File: src/sv/aids_pkg.sv
// Package for the array insert/delete/search block.
// Holds the sizes, operation and status codes, and the controller/datapath structs.
// Depends on nothing.
`timescale 1ns / 1ps
`default_nettype none

package aids_pkg;

   // Storage size and derived widths.
   localparam int CAPACITY = 32;
   localparam int IDX_W    = (CAPACITY > 1) ? $clog2(CAPACITY) : 1;
   localparam int CNT_W    = $clog2(CAPACITY + 1);

   // Fixed field widths of the request and the result.
   localparam int OP_W     = 2;
   localparam int POS_W    = 6;
   localparam int DATA_W   = 32;
   localparam int STATUS_W = 3;
   localparam int FIDX_W   = 5;
   localparam int TOTAL_W  = 6;

   // Width in which a position and the count are compared.
   localparam int CMP_W    = (CNT_W > POS_W) ? CNT_W : POS_W;

   // Operation codes.
   localparam logic [OP_W-1:0] OP_INSERT   = 2'd0;
   localparam logic [OP_W-1:0] OP_DELETE   = 2'd1;
   localparam logic [OP_W-1:0] OP_SEARCH   = 2'd2;
   localparam logic [OP_W-1:0] OP_TRAVERSE = 2'd3;

   // Result status codes.
   localparam logic [STATUS_W-1:0] ST_OK       = 3'd0;
   localparam logic [STATUS_W-1:0] ST_BADPOS   = 3'd1;
   localparam logic [STATUS_W-1:0] ST_FULL     = 3'd2;
   localparam logic [STATUS_W-1:0] ST_NOTFOUND = 3'd3;
   localparam logic [STATUS_W-1:0] ST_EMPTY    = 3'd4;

   // Commands from the controller to the datapath.
   typedef struct packed {
      logic start;   // latch the request and set up the walk
      logic walk;    // run the memory walk this cycle
      logic finish;  // commit the operation and load its closing result
   } aids_cmd_type;

   // Status from the datapath to the controller.
   typedef struct packed {
      logic walk_done;  // no reads left and none in flight
      logic slot_free;  // result register can take a result this cycle
   } aids_stat_type;

endpackage

`default_nettype wire

File: src/sv/aids_if.sv
// Request and result channel interfaces of the array insert/delete/search block.
// Depends on aids_pkg for the field widths.
`timescale 1ns / 1ps
`default_nettype none

interface aids_req_if import aids_pkg::*; ();
   logic                     valid;
   logic                     ready;
   logic [OP_W-1:0]          operation;
   logic [POS_W-1:0]         position;
   logic signed [DATA_W-1:0] value;

   modport source (output valid, output operation, output position, output value,
                   input ready);
   modport sink (input valid, input operation, input position, input value,
                 output ready);
endinterface

interface aids_rsp_if import aids_pkg::*; ();
   logic                     valid;
   logic                     ready;
   logic [STATUS_W-1:0]      status;
   logic [FIDX_W-1:0]        found_index;
   logic signed [DATA_W-1:0] data;
   logic [TOTAL_W-1:0]       element_total;
   logic                     last;

   modport source (output valid, output status, output found_index, output data,
                   output element_total, output last, input ready);
   modport sink (input valid, input status, input found_index, input data,
                 input element_total, input last, output ready);
endinterface

`default_nettype wire

File: src/sv/aids_ctrl.sv
// Controller state machine of the array insert/delete/search block.
// Depends on aids_pkg for the command and status structs.
`timescale 1ns / 1ps
`default_nettype none

module aids_ctrl import aids_pkg::*; (
   input  logic          clock,
   input  logic          reset,
   input  logic          req_valid,
   output logic          req_ready,
   input  aids_stat_type stat,
   output aids_cmd_type  cmd
);

   localparam logic [1:0] S_IDLE   = 2'd0;
   localparam logic [1:0] S_WALK   = 2'd1;
   localparam logic [1:0] S_FINISH = 2'd2;

   logic [1:0] state_ff;
   logic [1:0] state_in;

   // A new request is taken only between operations.
   assign req_ready = (state_ff == S_IDLE);

   // Next state and commands.
   always_comb begin
      state_in   = state_ff;
      cmd.start  = 1'b0;
      cmd.walk   = 1'b0;
      cmd.finish = 1'b0;
      case (state_ff)
         S_IDLE: begin
            if (req_valid) begin
               cmd.start = 1'b1;
               state_in  = S_WALK;
            end
         end
         S_WALK: begin
            cmd.walk = 1'b1;
            if (stat.walk_done) begin
               state_in = S_FINISH;
            end
         end
         S_FINISH: begin
            if (stat.slot_free) begin
               cmd.finish = 1'b1;
               state_in   = S_IDLE;
            end
         end
         default: begin
            state_in = S_IDLE;
         end
      endcase
   end

   // State register.
   always_ff @(posedge clock) begin
      if (reset) begin
         state_ff <= S_IDLE;
      end else begin
         state_ff <= state_in;
      end
   end

endmodule

`default_nettype wire

File: src/sv/aids_dp.sv
// Datapath of the array insert/delete/search block: element memory, count,
// walk pointer and the result register. Depends on aids_pkg.
`timescale 1ns / 1ps
`default_nettype none

module aids_dp import aids_pkg::*; (
   input  logic                     clock,
   input  logic                     reset,
   input  aids_cmd_type             cmd,
   output aids_stat_type            stat,
   input  logic [OP_W-1:0]          req_operation,
   input  logic [POS_W-1:0]         req_position,
   input  logic signed [DATA_W-1:0] req_value,
   input  logic                     rsp_ready,
   output logic                     rsp_valid,
   output logic [STATUS_W-1:0]      rsp_status,
   output logic [FIDX_W-1:0]        rsp_found_index,
   output logic signed [DATA_W-1:0] rsp_data,
   output logic [TOTAL_W-1:0]       rsp_element_total,
   output logic                     rsp_last
);

   // Element memory and its registered read data.
   logic [DATA_W-1:0] mem_ff [CAPACITY];
   logic [DATA_W-1:0] rdata_ff;

   // Latched request.
   logic [OP_W-1:0]     op_ff;
   logic [POS_W-1:0]    pos_ff;
   logic [DATA_W-1:0]   val_ff;
   logic [STATUS_W-1:0] code_ff;
   logic [IDX_W-1:0]    hit_idx_ff;

   // Element count and walk control.
   logic [CNT_W-1:0] count_ff;
   logic [CNT_W-1:0] left_ff;
   logic [IDX_W-1:0] ptr_ff;
   logic [IDX_W-1:0] pidx_ff;
   logic             pend_ff;

   // Result register.
   logic                rsp_valid_ff;
   logic [STATUS_W-1:0] rsp_status_ff;
   logic [FIDX_W-1:0]   rsp_index_ff;
   logic [DATA_W-1:0]   rsp_data_ff;
   logic [TOTAL_W-1:0]  rsp_total_ff;
   logic                rsp_last_ff;

   // Setup values computed from the incoming request.
   logic [CMP_W-1:0]    pos_x;
   logic [CMP_W-1:0]    cnt_x;
   logic [CMP_W-1:0]    pos_p1;
   logic [CNT_W-1:0]    cnt_m1;
   logic                full;
   logic [STATUS_W-1:0] code_in;
   logic [CNT_W-1:0]    left_in;
   logic [IDX_W-1:0]    ptr_in;

   // Walk and commit control.
   logic             is_trav;
   logic             is_shift_op;
   logic             op_ok;
   logic             slot_free;
   logic             consume;
   logic             match;
   logic             issue;
   logic             mem_we;
   logic [IDX_W-1:0] mem_wa;
   logic [DATA_W-1:0] mem_wd;
   logic [CNT_W-1:0] count_new;
   logic             single_out;

   assign pos_x  = CMP_W'(req_position);
   assign cnt_x  = CMP_W'(count_ff);
   assign pos_p1 = pos_x + CMP_W'(1);
   assign cnt_m1 = count_ff - CNT_W'(1);
   assign full   = (count_ff == CNT_W'(CAPACITY));

   // Check the request against the count and set up the walk.
   always_comb begin
      code_in = ST_OK;
      left_in = '0;
      ptr_in  = '0;
      case (req_operation)
         OP_INSERT: begin
            if (pos_x > cnt_x) begin
               code_in = ST_BADPOS;
            end else if (full) begin
               code_in = ST_FULL;
            end else begin
               // Entries from position up to count-1 move up, top one first.
               left_in = count_ff - CNT_W'(req_position);
               ptr_in  = cnt_m1[IDX_W-1:0];
            end
         end
         OP_DELETE: begin
            if (pos_x >= cnt_x) begin
               code_in = ST_BADPOS;
            end else begin
               // Entries above position move down, lowest one first.
               left_in = cnt_m1 - CNT_W'(req_position);
               ptr_in  = pos_p1[IDX_W-1:0];
            end
         end
         OP_SEARCH: begin
            code_in = ST_NOTFOUND;
            left_in = count_ff;
         end
         default: begin
            code_in = (count_ff == '0) ? ST_EMPTY : ST_OK;
            left_in = count_ff;
         end
      endcase
   end

   assign is_trav     = (op_ff == OP_TRAVERSE);
   assign is_shift_op = (op_ff == OP_INSERT) || (op_ff == OP_DELETE);
   assign op_ok       = (code_ff == ST_OK);
   assign slot_free   = !rsp_valid_ff || rsp_ready;

   // A pending read is used when its consumer can take it; a traverse
   // element waits in the read register while the result side stalls.
   assign consume = cmd.walk && pend_ff && (!is_trav || slot_free);
   assign match   = consume && (op_ff == OP_SEARCH) && (rdata_ff == val_ff);
   assign issue   = cmd.walk && (left_ff != '0) && (!pend_ff || consume) && !match;

   // Memory write: shifted entries during the walk, the new value on commit.
   always_comb begin
      mem_we = 1'b0;
      mem_wa = '0;
      mem_wd = rdata_ff;
      if (cmd.finish) begin
         mem_we = (op_ff == OP_INSERT) && op_ok;
         mem_wa = pos_ff[IDX_W-1:0];
         mem_wd = val_ff;
      end else if (consume && is_shift_op) begin
         mem_we = 1'b1;
         mem_wa = (op_ff == OP_INSERT) ? (pidx_ff + IDX_W'(1)) : (pidx_ff - IDX_W'(1));
      end
   end

   // Element memory, one write and one registered read per cycle.
   always_ff @(posedge clock) begin
      if (mem_we) begin
         mem_ff[mem_wa] <= mem_wd;
      end
      if (issue) begin
         rdata_ff <= mem_ff[ptr_ff];
      end
   end

   // Count after the operation commits.
   always_comb begin
      count_new = count_ff;
      if ((op_ff == OP_INSERT) && op_ok) begin
         count_new = count_ff + CNT_W'(1);
      end else if ((op_ff == OP_DELETE) && op_ok) begin
         count_new = count_ff - CNT_W'(1);
      end
   end

   // Request latch and search hit record.
   always_ff @(posedge clock) begin
      if (cmd.start) begin
         op_ff   <= req_operation;
         pos_ff  <= req_position;
         val_ff  <= req_value;
         code_ff <= code_in;
      end else if (match) begin
         code_ff    <= ST_OK;
         hit_idx_ff <= pidx_ff;
      end
   end

   // Walk pointer; the address of the read in flight is kept in pidx_ff.
   always_ff @(posedge clock) begin
      if (cmd.start) begin
         ptr_ff <= ptr_in;
      end else if (issue) begin
         pidx_ff <= ptr_ff;
         ptr_ff  <= (op_ff == OP_INSERT) ? (ptr_ff - IDX_W'(1)) : (ptr_ff + IDX_W'(1));
      end
   end

   // Walk counters and the element count.
   always_ff @(posedge clock) begin
      if (reset) begin
         count_ff <= '0;
         left_ff  <= '0;
         pend_ff  <= 1'b0;
      end else begin
         if (cmd.start) begin
            left_ff <= left_in;
         end else if (match) begin
            left_ff <= '0;
         end else if (issue) begin
            left_ff <= left_ff - CNT_W'(1);
         end
         if (issue) begin
            pend_ff <= 1'b1;
         end else if (consume) begin
            pend_ff <= 1'b0;
         end
         if (cmd.finish) begin
            count_ff <= count_new;
         end
      end
   end

   // Every operation but a non-empty traverse closes with one result.
   assign single_out = cmd.finish && (!is_trav || (code_ff == ST_EMPTY));

   // Result register valid flag.
   always_ff @(posedge clock) begin
      if (reset) begin
         rsp_valid_ff <= 1'b0;
      end else if ((consume && is_trav) || single_out) begin
         rsp_valid_ff <= 1'b1;
      end else if (rsp_ready) begin
         rsp_valid_ff <= 1'b0;
      end
   end

   // Result register payload.
   always_ff @(posedge clock) begin
      if (consume && is_trav) begin
         rsp_status_ff <= ST_OK;
         rsp_index_ff  <= FIDX_W'(pidx_ff);
         rsp_data_ff   <= rdata_ff;
         rsp_total_ff  <= TOTAL_W'(count_ff);
         rsp_last_ff   <= (pidx_ff == cnt_m1[IDX_W-1:0]);
      end else if (single_out) begin
         rsp_status_ff <= code_ff;
         if (is_shift_op && op_ok) begin
            rsp_index_ff <= pos_ff[FIDX_W-1:0];
         end else if ((op_ff == OP_SEARCH) && op_ok) begin
            rsp_index_ff <= FIDX_W'(hit_idx_ff);
         end else begin
            rsp_index_ff <= '0;
         end
         rsp_data_ff  <= '0;
         rsp_total_ff <= TOTAL_W'(count_new);
         rsp_last_ff  <= 1'b1;
      end
   end

   assign stat.walk_done = (left_ff == '0) && !pend_ff;
   assign stat.slot_free = slot_free;

   assign rsp_valid         = rsp_valid_ff;
   assign rsp_status        = rsp_status_ff;
   assign rsp_found_index   = rsp_index_ff;
   assign rsp_data          = rsp_data_ff;
   assign rsp_element_total = rsp_total_ff;
   assign rsp_last          = rsp_last_ff;

endmodule

`default_nettype wire

File: src/sv/array_insert_delete_search_top.sv
// This block keeps an ordered array of up to CAPACITY signed 32-bit words and
// serves one request at a time: insert, delete, search and traverse. The element
// memory takes one registered read and one write per cycle, and each walk step
// reads one entry. An insert walks count minus position entries, and a delete
// walks the entries above the position. A search walks up to and including the
// first match, or all entries on a miss. A traverse walks all entries and gives
// one result per cycle while the result side is ready. A rejected request walks
// nothing. The closing result of a request is loaded only once the output
// register is free, so a stall on the result side holds the request back. A new
// request is taken while the previous result still waits in the output register.
// After reset the array is empty.
`timescale 1ns / 1ps
`default_nettype none

module array_insert_delete_search_top import aids_pkg::*; (
   input  wire logic  clock,
   input  wire logic  reset,
   aids_req_if.sink   req_bus,
   aids_rsp_if.source rsp_bus
);

   aids_cmd_type  cmd;
   aids_stat_type stat;

   // Sequencing of each request.
   aids_ctrl u_ctrl (
      .clock     (clock),
      .reset     (reset),
      .req_valid (req_bus.valid),
      .req_ready (req_bus.ready),
      .stat      (stat),
      .cmd       (cmd)
   );

   // Storage, walk and result register.
   aids_dp u_dp (
      .clock             (clock),
      .reset             (reset),
      .cmd               (cmd),
      .stat              (stat),
      .req_operation     (req_bus.operation),
      .req_position      (req_bus.position),
      .req_value         (req_bus.value),
      .rsp_ready         (rsp_bus.ready),
      .rsp_valid         (rsp_bus.valid),
      .rsp_status        (rsp_bus.status),
      .rsp_found_index   (rsp_bus.found_index),
      .rsp_data          (rsp_bus.data),
      .rsp_element_total (rsp_bus.element_total),
      .rsp_last          (rsp_bus.last)
   );

endmodule

`default_nettype wire
File: src/flat_wrapper.sv
// flat-port wrapper written by rule: the top's interface ports become plain ports
module array_insert_delete_search_top_flat import aids_pkg::*;
  (clock, reset, req_bus_valid, req_bus_operation, req_bus_position, req_bus_value, req_bus_ready, rsp_bus_valid, rsp_bus_status, rsp_bus_found_index, rsp_bus_data, rsp_bus_element_total, rsp_bus_last, rsp_bus_ready);
  aids_req_if req_bus_i ();
  aids_rsp_if rsp_bus_i ();
  input  wire logic clock;
  input  wire logic reset;
  input wire logic [$bits(req_bus_i.valid)-1:0] req_bus_valid;
  input wire logic [$bits(req_bus_i.operation)-1:0] req_bus_operation;
  input wire logic [$bits(req_bus_i.position)-1:0] req_bus_position;
  input wire logic [$bits(req_bus_i.value)-1:0] req_bus_value;
  output wire logic [$bits(req_bus_i.ready)-1:0] req_bus_ready;
  output wire logic [$bits(rsp_bus_i.valid)-1:0] rsp_bus_valid;
  output wire logic [$bits(rsp_bus_i.status)-1:0] rsp_bus_status;
  output wire logic [$bits(rsp_bus_i.found_index)-1:0] rsp_bus_found_index;
  output wire logic [$bits(rsp_bus_i.data)-1:0] rsp_bus_data;
  output wire logic [$bits(rsp_bus_i.element_total)-1:0] rsp_bus_element_total;
  output wire logic [$bits(rsp_bus_i.last)-1:0] rsp_bus_last;
  input wire logic [$bits(rsp_bus_i.ready)-1:0] rsp_bus_ready;
  assign req_bus_i.valid = req_bus_valid;
  assign req_bus_i.operation = req_bus_operation;
  assign req_bus_i.position = req_bus_position;
  assign req_bus_i.value = req_bus_value;
  assign req_bus_ready = req_bus_i.ready;
  assign rsp_bus_valid = rsp_bus_i.valid;
  assign rsp_bus_status = rsp_bus_i.status;
  assign rsp_bus_found_index = rsp_bus_i.found_index;
  assign rsp_bus_data = rsp_bus_i.data;
  assign rsp_bus_element_total = rsp_bus_i.element_total;
  assign rsp_bus_last = rsp_bus_i.last;
  assign rsp_bus_i.ready = rsp_bus_ready;
  array_insert_delete_search_top u_core (.clock(clock), .reset(reset), .req_bus(req_bus_i), .rsp_bus(rsp_bus_i));
endmodule
File: config.mk
export PLATFORM = sky130hd
export DESIGN_NAME = array_insert_delete_search_top_flat
export DESIGN_NICKNAME = d
export VERILOG_FILES = /design/src/sv/aids_pkg.sv /design/src/sv/aids_if.sv /design/src/sv/aids_ctrl.sv /design/src/sv/aids_dp.sv /design/src/sv/array_insert_delete_search_top.sv /design/src/flat_wrapper.sv
export SDC_FILE = /design/constraint.sdc
export NUM_CORES = 1
export LEC_CHECK = 0
export BUFFER_PORTS_ARGS = -buffer_cell sky130_fd_sc_hd__buf_4
export CAP_MARGIN = 20
export CORE_ASPECT_RATIO = 1.4
export CORE_UTILIZATION = 55
export CTS_BUF_LIST = sky130_fd_sc_hd__clkbuf_8
export DETAILED_ROUTE_END_ITERATION = 6
export PLACE_DENSITY = 0.71
export SYNTH_ARGS = -nofsm -noshare
export SYNTH_HDL_FRONTEND = slang
export SYNTH_HIERARCHICAL = 1
export SYNTH_SLANG_ARGS = --single-unit
File: constraint.sdc
create_clock -name clock -period 5.9 [get_ports clock]
set_clock_uncertainty 0.05 [all_clocks]
set_input_delay 0 -clock clock [delete_from_list [all_inputs] [get_ports clock]]
set_output_delay 0 -clock clock [all_outputs]
set_load 0.005 [all_outputs]
==> summary.md, run 1 <==
| Metric | Value |
|---|---|
| Int Pwr | `15.99 mW` |
| Overflow after GRT | `0` |
| CTS root buf | `clkbuf_8` |
| Worst EP arrival | `5.33 ns` |
| Post_cts resized | `0` |
| Main combinational cell family by area after synthesis | `multiplexers` |
| Violated checks | `DRC` |
| Clk sinks | `between 1000 and 1500` |
| Complex-gate fraction of the synthesized area | `1.282%` |
| Worst setup SP type | `flip-flop` |
| Vias in the first global route | `between 20000 and 25000` |
| Top_reg_cell synth | `edfxtp_1` |
| # hold bufs at CTS | `87` |
| Initial Utilization | `55.60%` |
| DR vias | `22510` |
| Share of layout cells above drive strength 1 | `30.85%` |
| Logic pwr share | `27.5%` |
| Layout Nets | `2456` |
| Initial antenna violation count | `2` |
| Most used standard cell by instance count after synthesis | `edfxtp_1` |
| Final hold slack | `roughly 0.11 ns` |
| Total track usage | `a little over a quarter` |
| Post-Route WL | `approximately 110000 µm` |
| Largest area contributor in the netlist | `edfxtp_1` |
| Uppermost layer routed | `met4` |
| Fin worst setup slack | `1.051 ns` |
| PwrDens | `435.0 mW/mm²` |
| Clk buf depth | `3` |
| Clock insertion delay at the later pin of the skew report | `0.83 ns` |
| Row Count | `around 130` |
| Max frequency | `between 200 and 250 MHz` |
| Leak pwr | `16.89 nW` |
| Switch Pwr | `6.968 mW` |
| Slew Viols, Final | `0` |
| Drc violations | `40` |
| CP Class | `flip-flop to flip-flop` |
| Core Area | `0.08320 mm²` |
| Final hold vios | `0` |
| Iteration-0 DRC Markers | `2306` |
| Die area | `between 0.08 and 0.09 mm²` |
| CP max stage delay | `around 0.9 ns` |
| Sum Neg Setup Slack | `0 ns` |
| M1 wire length | `38750 µm` |
| Post-synth EDFFs | `1157` |
| Syn_area_per_cell | `between 20 and 25 µm²` |
| Vias per cell | `6.246` |
| Critical Path End Type | `flip-flop` |
| CTS tree | `built` |
| Final ANT Viol Nets | `0` |
| Synth Net Count | `~2200` |
| Area contributors post-synth | `edfxtp_1 (75%), mux4_2 (16%), mux2_2 (1.6%), xnor2_1 (0.85%), dfxtp_1 (0.82%)` |
| Max Fanout on Critical Path | `25` |
| Final instance area | `0.05278 mm²` |
| Post-Synth Simple-Gate Area | `2.326%` |
| Placer Congestion | `0.8535` |
| Synth Area in Adders | `less than 1%` |
| Placed cell area | `between 0.04 and 0.05 mm²` |
| Detailed placer's ending HPWL | `slightly below 70000 µm` |
| Synth top cells by count | `edfxtp_1 (1157), mux4_2 (320), nor2_1 (65)` |
| Critical-path cell list | `nor2_1 > inv_1 > ha_1 > nor2b_1 > o21a_1 > or3_1 > a32oi_1 > nand3_1 > nor2_4 > buf_4` |
| Routed length on met3 | `7196 µm` |
| WP data required | `6.38 ns` |
| First-pass GRT wire length | `160900 µm` |
| Fin util | `63.43%` |
| Post-synthesis register bit count | `1176` |
| Min cycle time layout | `between 4 and 5 ns` |
| Run status | `finished with violations` |
| Switching share of power | `30.35%` |
| Max Cap Viol | `0` |
| Area Growth Syn to Fin | `14.10%` |
| Worst rel slew slack | `14.04%` |
| Asr flop ratio synth | `0%` |
| Chip Height | `345.2 µm` |
| Clk slew on worst S/H paths | `0.06 ns` |
| HP Class | `input pin to flip-flop` |
| Final Setup Violations | `0` |
| IO Count | `93` |
| DP Worst Slack | `about 1.1 ns` |
| Die X | `247.1 µm` |
| Worst-Margin Slew | `around 1.3 ns` |
| Largest net degree at the start of global routing | `approximately 180` |
| Worst path slowest cell | `nor2_4` |
| Post-synth cell types | `63` |
| Drt first pass iters | `7` |
| Register share of total power | `46.0%` |
| Max VDD drop | `around 440 µV` |
| Synth warn | `6` |
| Post-synth top area share | `75.11%` |
| Routed len/inst | `30.77 µm` |
| RSZ-0062 raised after global routing | `no` |
| Synthesized area | `0.04626 mm²` |
| H-tree depth | `4` |
| Xor/xnor share of the synthesized area | `1.306%` |
| Setup Fix Bufs, Post-CTS | `0` |
| Cells after synthesis | `2088` |
| Number of buffers added on ports | `92` |
| Mux contribution to synthesized area | `17.20%` |
| Clk pwr share | `a little over a quarter` |
| Routed wl met2 | `59290 µm` |
| Total CTS buffers | `169` |
| Post-synthesis sequential area ratio | `75.93%` |
| Period Utilization, post-route | `roughly 82%` |
==> placed cells by master (no fill, tap or decap), types with 6 or more instances in the layout <==
| cell | n |
|---|---|
| or3_1 | 6 |
| clkinv_1 | 49 |
| nand2_1 | 33 |
| dfxtp_1 | 19 |
| edfxtp_1 | 1157 |
| nor4_1 | 6 |
| mux4_2 | 320 |
| nor3_1 | 14 |
| nand3_1 | 13 |
| xnor2_1 | 45 |
| clkbuf_8 | 174 |
| xor2_1 | 24 |
| a21o_1 | 7 |
| nor2_1 | 33 |
| inv_1 | 83 |
| and2_1 | 34 |
| o21ai_0 | 13 |
| clkinv_2 | 19 |
| nor2_4 | 32 |
| bufinv_16 | 8 |
| nand4_1 | 9 |
| dlygate4sd3_1 | 87 |
| mux2_2 | 64 |
| ha_1 | 22 |
| a21oi_1 | 18 |
| buf_12 | 15 |
| buf_4 | 121 |
==> power groups by stage <==
stage	sequential, mW	combinational (mW)	clock, mW
5_1_grt	10.6	6.54	6.55
4_1_cts	10.5	6.36	6.22
3_5_place_dp	10.7	6.30	0
3_3_place_gp	10.7	6.20	0
2_1_floorplan	10.6	4.01	0
6_report	10.5	6.31	6.10
==> logic make-up (layout without fill, tap and decap cells) <==
kind of cell / Yosys count / after routing
XOR/XNOR: 69 / 69
buffers and inverters: 135 / 569
flip-flops: 1176 / 1176
AO/OA/AOI/OAI: 84 / 84
adder cells (fa/ha/maj): 26 / 26
AND/OR/NAND/NOR: 211 / 211
multiplexers: 387 / 387
other: 0 / 3
==> cell type report <==
type / count / area [µm²]
fillers: 5484 / 30420
repair buffers: 226 / 2162
well taps: 1079 / 1350
clock inverters: 133 / 772.0
clock buffers: 174 / 2395
multi-input cells: 777 / 10840
diodes: 3 / 7.507
flip-flops and latches: 1176 / 35120
inverters: 36 / 135.1
==> state kept, by name, indices dropped and copies added (netlist names) <==
| name | count |
|---|---|
| u_core/u_dp/rsp_found_index | 5 |
| u_core/u_dp/op_ff | 2 |
| u_core/u_dp/hit_idx_ff | 5 |
| u_core/u_dp/mem_ff | 1024 |
| u_core/u_dp/pidx_ff | 5 |
| u_core/u_dp/rsp_valid | 1 |
| u_core/u_dp/rdata_ff | 32 |
| u_core/u_ctrl/state_ff | 2 |
| u_core/u_dp/rsp_data | 32 |
| u_core/u_dp/rsp_element_total | 6 |
| u_core/u_dp/code_ff | 3 |
| u_core/u_dp/ptr_ff | 5 |
| u_core/u_dp/left_ff | 6 |
| u_core/u_dp/val_ff | 32 |
| u_core/u_dp/pos_ff | 5 |
| u_core/u_dp/cnt_x | 6 |
| u_core/u_dp/rsp_last | 1 |
| u_core/u_dp/pend_ff | 1 |
| u_core/u_dp/rsp_status | 3 |
==> worst max-delay path: cells and delay by family, from the launching register on <==
kind,cells,cell delay [ns]
DFF,1,0.59
buffers and inverters,2,0.53
AOI/OAI and AO/OA,2,0.59
adders and majority gates,1,0.37
and+or+nand+nor,5,2.39
==> metrics by stage <==
| step | cells | total power [mW] |
|---|---|---|
| floorplan | 2088 | 14.57 |
| global placement | 3193 | 16.91 |
| detailed placement | 3200 | 17.01 |
| CTS | 3594 | 23.12 |
| global route | 3602 | 23.65 |
| finish | 3604 | 22.96 |
==> final timing paths <==
path,start,to,slack [ns],depth (start not counted)
hold / removal,req_bus_operation[0],u_core/u_dp/code_ff[1]$_SDFFCE_PN0P_,0.11,3
hold reg to reg,u_core/u_dp/rsp_status[0]$_SDFFE_PP0P_,u_core/u_dp/rsp_status[0]$_SDFFE_PP0P_,0.43,2
setup reg to reg,u_core/u_dp/op_ff[0]$_DFFE_PP_,u_core/u_dp/mem_ff[5][19]$_DFFE_PP_,1.05,10
setup / recovery,u_core/u_dp/op_ff[0]$_DFFE_PP_,u_core/u_dp/mem_ff[5][19]$_DFFE_PP_,1.05,10
==> metal layers <==
metal / GRT usage [%] / vias up
met5: 0 / -
met4: 13.32 / 0
met3: 4.919 / 206
met2: 46.45 / 1070
met1: 32.24 / 11870
li1: - / 9367
No activity file was read; power rests on OpenSTA's default activity.
==> run 2, diff against run 1 <==
--- a/config.mk
+++ b/config.mk
@@ -5,13 +5,14 @@
 export SDC_FILE = /design/constraint.sdc
 export NUM_CORES = 1
 export LEC_CHECK = 0
+export ABC_AREA = 1
 export BUFFER_PORTS_ARGS = -buffer_cell sky130_fd_sc_hd__buf_4
 export CAP_MARGIN = 20
 export CORE_ASPECT_RATIO = 1.4
 export CORE_UTILIZATION = 55
 export CTS_BUF_LIST = sky130_fd_sc_hd__clkbuf_8
 export DETAILED_ROUTE_END_ITERATION = 6
-export PLACE_DENSITY = 0.71
+export PLACE_DENSITY = 0.74
 export SYNTH_ARGS = -nofsm -noshare
 export SYNTH_HDL_FRONTEND = slang
 export SYNTH_HIERARCHICAL = 1
==> constraint.sdc (replaced) <==
create_clock -name clock -period 4 [get_ports clock]
set_clock_uncertainty 0.05 [all_clocks]
set_input_delay 0 -clock clock [delete_from_list [all_inputs] [get_ports clock]]
set_output_delay 0 -clock clock [all_outputs]
set_load 0.005 [all_outputs]
==> run 2 against run 1 <==
Effect of this change: the run still ends with DRC left; non-clock buffer count increased by 74; global-route usage rose by 1.5 points; utilization is 0.051 points higher; synthesized area grew 3.5%; critical path depth decreased by 3; maximum frequency grew 41%; register-to-register slack lost 0.48 ns; worst setup slack lost 0.48 ns.
==> summary.md, run 2 <==
| Metric | Value |
|---|---|
| Tot Pwr | `30.71 mW (+34%)` |
| CP Class | `flip-flop to flip-flop` |
| Post-Route WL | `125700 µm (+13%)` |
| FF-to-FF Start | `u_core/u_dp/op_ff[1]$_DFFE_PP_` |
| Max Cap Viol | `0 (unchanged)` |
| Worst EP arrival | `3.86 ns (-1.47 ns)` |
| CP max stage delay | `0.56 ns (-0.35 ns)` |
| Most common cell after layout, fill and taps aside | `edfxtp_1` |
| First-pass GRT wire length | `186400 µm (+16%)` |
| Synth warn | `6 (unchanged)` |
| IO Count | `93 (unchanged)` |
| Largest area contributor in the netlist | `edfxtp_1` |
| H-tree depth | `4 (unchanged)` |
| Max VDD drop | `277.2 µV (-37%)` |
| Syn_area_per_cell | `12.85 µm² (-42%)` |
| Clk pwr share | `27.8% (+1.2 points)` |
| Int Pwr | `20.55 mW (+29%)` |
| Initial Utilization | `55.71% (+0.11 points)` |
| Asr flop ratio synth | `0% (unchanged)` |
| Post-synth top area share | `72.54% (-2.6 points)` |
| CTS tree | `built` |
| Post-synthesis register bit count | `1176 (unchanged)` |
| Post-synth EDFFs | `1157 (unchanged)` |
| Worst path slowest cell | `nand3_2` |
| Final Setup Violations | `0 (unchanged)` |
| Run status | `finished with violations` |
| Final hold vios | `0 (unchanged)` |
| Placer Congestion | `0.9667 (+13%)` |
| Multi-input logic area | `0.01160 mm² (+7.1%)` |
| Drc violations | `1 (-98%)` |
| Clk sinks | `1176 (unchanged)` |
| Synthesized area | `0.04789 mm² (+3.5%)` |
| Most frequent cells in the layout | `edfxtp_1 (1157), nor2_1 (669), o21ai_0 (549)` |
| # hold bufs at CTS | `86 (-1.1%)` |
| Slew Viols, Final | `0 (unchanged)` |
| DR vias | `32050 (+42%)` |
| Worst Min Path Start | `req_bus_valid` |
| CP top delay family | `simple AND/OR/NAND/NOR gates` |
| HP Class | `input pin to flip-flop` |
| Register share of total power | `47.6% (+1.6 points)` |
| Reg-to-reg critical path endpoint | `u_core/u_dp/mem_ff[15][18]$_DFFE_PP_` |
| Clk slew on worst S/H paths | `0.06 ns (about the same)` |
| Routed len/inst | `23.94 µm (-22%)` |
| Cells after synthesis | `3728 (+79%)` |
| Post-synthesis sequential area ratio | `73.34% (-2.6 points)` |
| Drt first pass iters | `7 (unchanged)` |
| Fin util | `63.49% (about the same)` |
| Critical-path cell list | `nor2_4 > buf_4 > fa_1 > o22ai_1 > nand3_2 > nor2_4 > buf_4` |
| Synth top cells by count | `edfxtp_1 (1157), nor2_1 (702), o21ai_0 (581)` |
| Worst Hold Path EP | `u_core/u_ctrl/state_ff[1]$_SDFFE_PP0P_` |
| Area Growth Syn to Fin | `13.96%` |
| Sum Neg Setup Slack | `0 ns (unchanged)` |
| Clk buf depth | `3 (unchanged)` |
| Number of buffers added on ports | `92 (unchanged)` |
| Area contributors post-synth | `edfxtp_1 (73%), o21ai_0 (6.1%), nor2_1 (5.5%), o221ai_1 (3.5%), nand2_1 (2.0%)` |
| FF+latch area | `0.03512 mm² (unchanged)` |
| RSZ-0062 raised after global routing | `no` |
| Top_reg_cell synth | `edfxtp_1` |
| Chip Height | `351.2 µm (+1.7%)` |
| Max Fanout on Critical Path | `32 (+28%)` |
| Worst-Margin Slew | `1.125 ns (-0.1640 ns)` |
| Fill count | `6142 (+12%)` |
| Worst path bufs/invs | `2 (unchanged)` |
| Synth Net Count | `3798 (+76%)` |
| Vias per cell | `6.104 (-2.3%)` |
| Min cycle time layout | `3.429 ns (-1.420 ns)` |
| Share of layout cells above drive strength 1 | `13.07% (-18 points)` |
| Max frequency | `291.6 MHz (+41%)` |
| Overflow after GRT | `0 (unchanged)` |
| Reg2reg setup slack | `0.57 ns (-0.48 ns)` |
| Register with the most flip-flops | `u_core/u_dp/mem_ff` |
| Post-synth cell types | `45 (-29%)` |
| Worst setup SP type | `flip-flop` |
| Critical Path End Type | `flip-flop` |
| Total CTS buffers | `165 (-2.4%)` |
| Vias in the first global route | `31000 (+32%)` |
| Leak pwr | `18.27 nW (+8.2%)` |
| PwrDens | `562.7 mW/mm² (+29%)` |
| Post_cts resized | `0 (unchanged)` |
| Detailed placer's ending HPWL | `73830 µm (+6.3%)` |
| Logic pwr share | `24.6% (-2.9 points)` |
| Die area | `0.08828 mm² (+3.5%)` |
| Most used standard cell by instance count after synthesis | `edfxtp_1` |
| Layout Nets | `4028 (+64%)` |
| Hold Path Depth | `6 (+3)` |
| Clock insertion delay at the later pin of the skew report | `0.85 ns (+0.02 ns)` |
| Final ANT Viol Nets | `0 (unchanged)` |
| Final hold slack | `0.07829 ns (-0.02712 ns)` |
| Switching share of power | `33.08% (+2.7 points)` |
| Setup Fix Bufs, Post-CTS | `0 (unchanged)` |
| Violated checks | `DRC` |
| Core Area | `0.08597 mm² (+3.3%)` |
| Period Utilization, post-route | `85.73% (+3.5 points)` |
| Iteration-0 DRC Markers | `3750 (+63%)` |
| R2R cell count | `7 (-3)` |
| Row Count | `127 (+1.6%)` |
| Worst rel slew slack | `24.69% (+11 points)` |
| Total track usage | `28.38% (+1.5 points)` |
| Die X | `251.4 µm (+1.7%)` |
| Initial antenna violation count | `2 (unchanged)` |
| Max FFs per register | `1024 (unchanged)` |
| CTS root buf | `clkbuf_8` |
| WP data required | `4.43 ns (-1.95 ns)` |
| Switch Pwr | `10.16 mW (+46%)` |
| Largest net degree at the start of global routing | `182 (+2.8%)` |
==> run 2: cell type report <==
class | count | area share [%]
diodes | 2 | 0.009170
flip-flops and latches | 1176 | 64.36
inverters | 146 | 1.052
multi-input cells | 2169 | 21.26
clock buffers | 169 | 4.262
clock inverters | 127 | 1.142
well taps | 1161 | 2.662
repair buffers | 300 | 5.259
==> run 2: metrics by stage <==
step,setup WS [ns],std cells,instance area [µm²]
2_1_floorplan,0.1441,3728,47890
3_3_place_gp,0.7052,4863,50700
3_5_place_dp,0.6221,4864,50710
4_1_cts,0.6190,5246,54520
5_1_grt,0.4209,5250,54580
6_report,0.5707,5250,54580
==> run 2: worst register-to-register path: cells and delay by family, from the launching register on <==
family | cells | cell delay [ns]
and+or+nand+nor | 3 | 0.97
buffers and inverters | 2 | 0.62
DFF | 1 | 0.52
AOI/OAI and AO/OA | 1 | 0.46
adders and majority gates | 1 | 0.41
==> run 2: kinds of logic after synthesis <==
logic type / count (synthesis) / share of synthesized area (%)
flops: 1176 / 73.34
simple gates: 1114 / 9.442
compound gates: 989 / 12.28
buf+inv: 383 / 3.446
xor+xnor: 40 / 0.7472
fa+ha+maj: 26 / 0.7420
==> run 2: worst max path at each step <==
| stage | startpoint | endpoint | cells after the start |
|---|---|---|---|
| after floorplan | u_core/u_dp/op_ff[1]$_DFFE_PP_ | u_core/u_dp/mem_ff[12][0]$_DFFE_PP_ | 14 |
| after global placement | u_core/u_dp/op_ff[1]$_DFFE_PP_ | u_core/u_dp/mem_ff[15][26]$_DFFE_PP_ | 7 |
| after detailed placement | u_core/u_dp/op_ff[1]$_DFFE_PP_ | u_core/u_dp/mem_ff[3][23]$_DFFE_PP_ | 7 |
| after CTS | u_core/u_dp/op_ff[1]$_DFFE_PP_ | u_core/u_dp/mem_ff[3][17]$_DFFE_PP_ | 7 |
| after global routing | u_core/u_dp/cnt_x[0]$_SDFFE_PP0P_ | u_core/u_dp/left_ff[2]$_SDFFE_PP0P_ | 13 |
| final | u_core/u_dp/op_ff[1]$_DFFE_PP_ | u_core/u_dp/mem_ff[15][18]$_DFFE_PP_ | 7 |
==> run 2: power groups by stage <==
stage | combinational [mW] | sequential (mW) | clock (mW)
global route | 8.07 | 14.6 | 9.12
detailed placement | 7.29 | 14.9 | 0
finish | 7.56 | 14.6 | 8.54
CTS | 7.38 | 14.6 | 8.63
global placement | 7.13 | 14.9 | 0
floorplan | 4.41 | 14.8 | 0
==> run 2: routing by layer <==
layer	GRT usage, %	wire length [µm]	vias up
met5	0	0	-
met2	47.79	62680	1840
met4	14.09	5597	0
met1	35.84	45990	15600
met3	4.617	11400	327
li1	-	-	14280
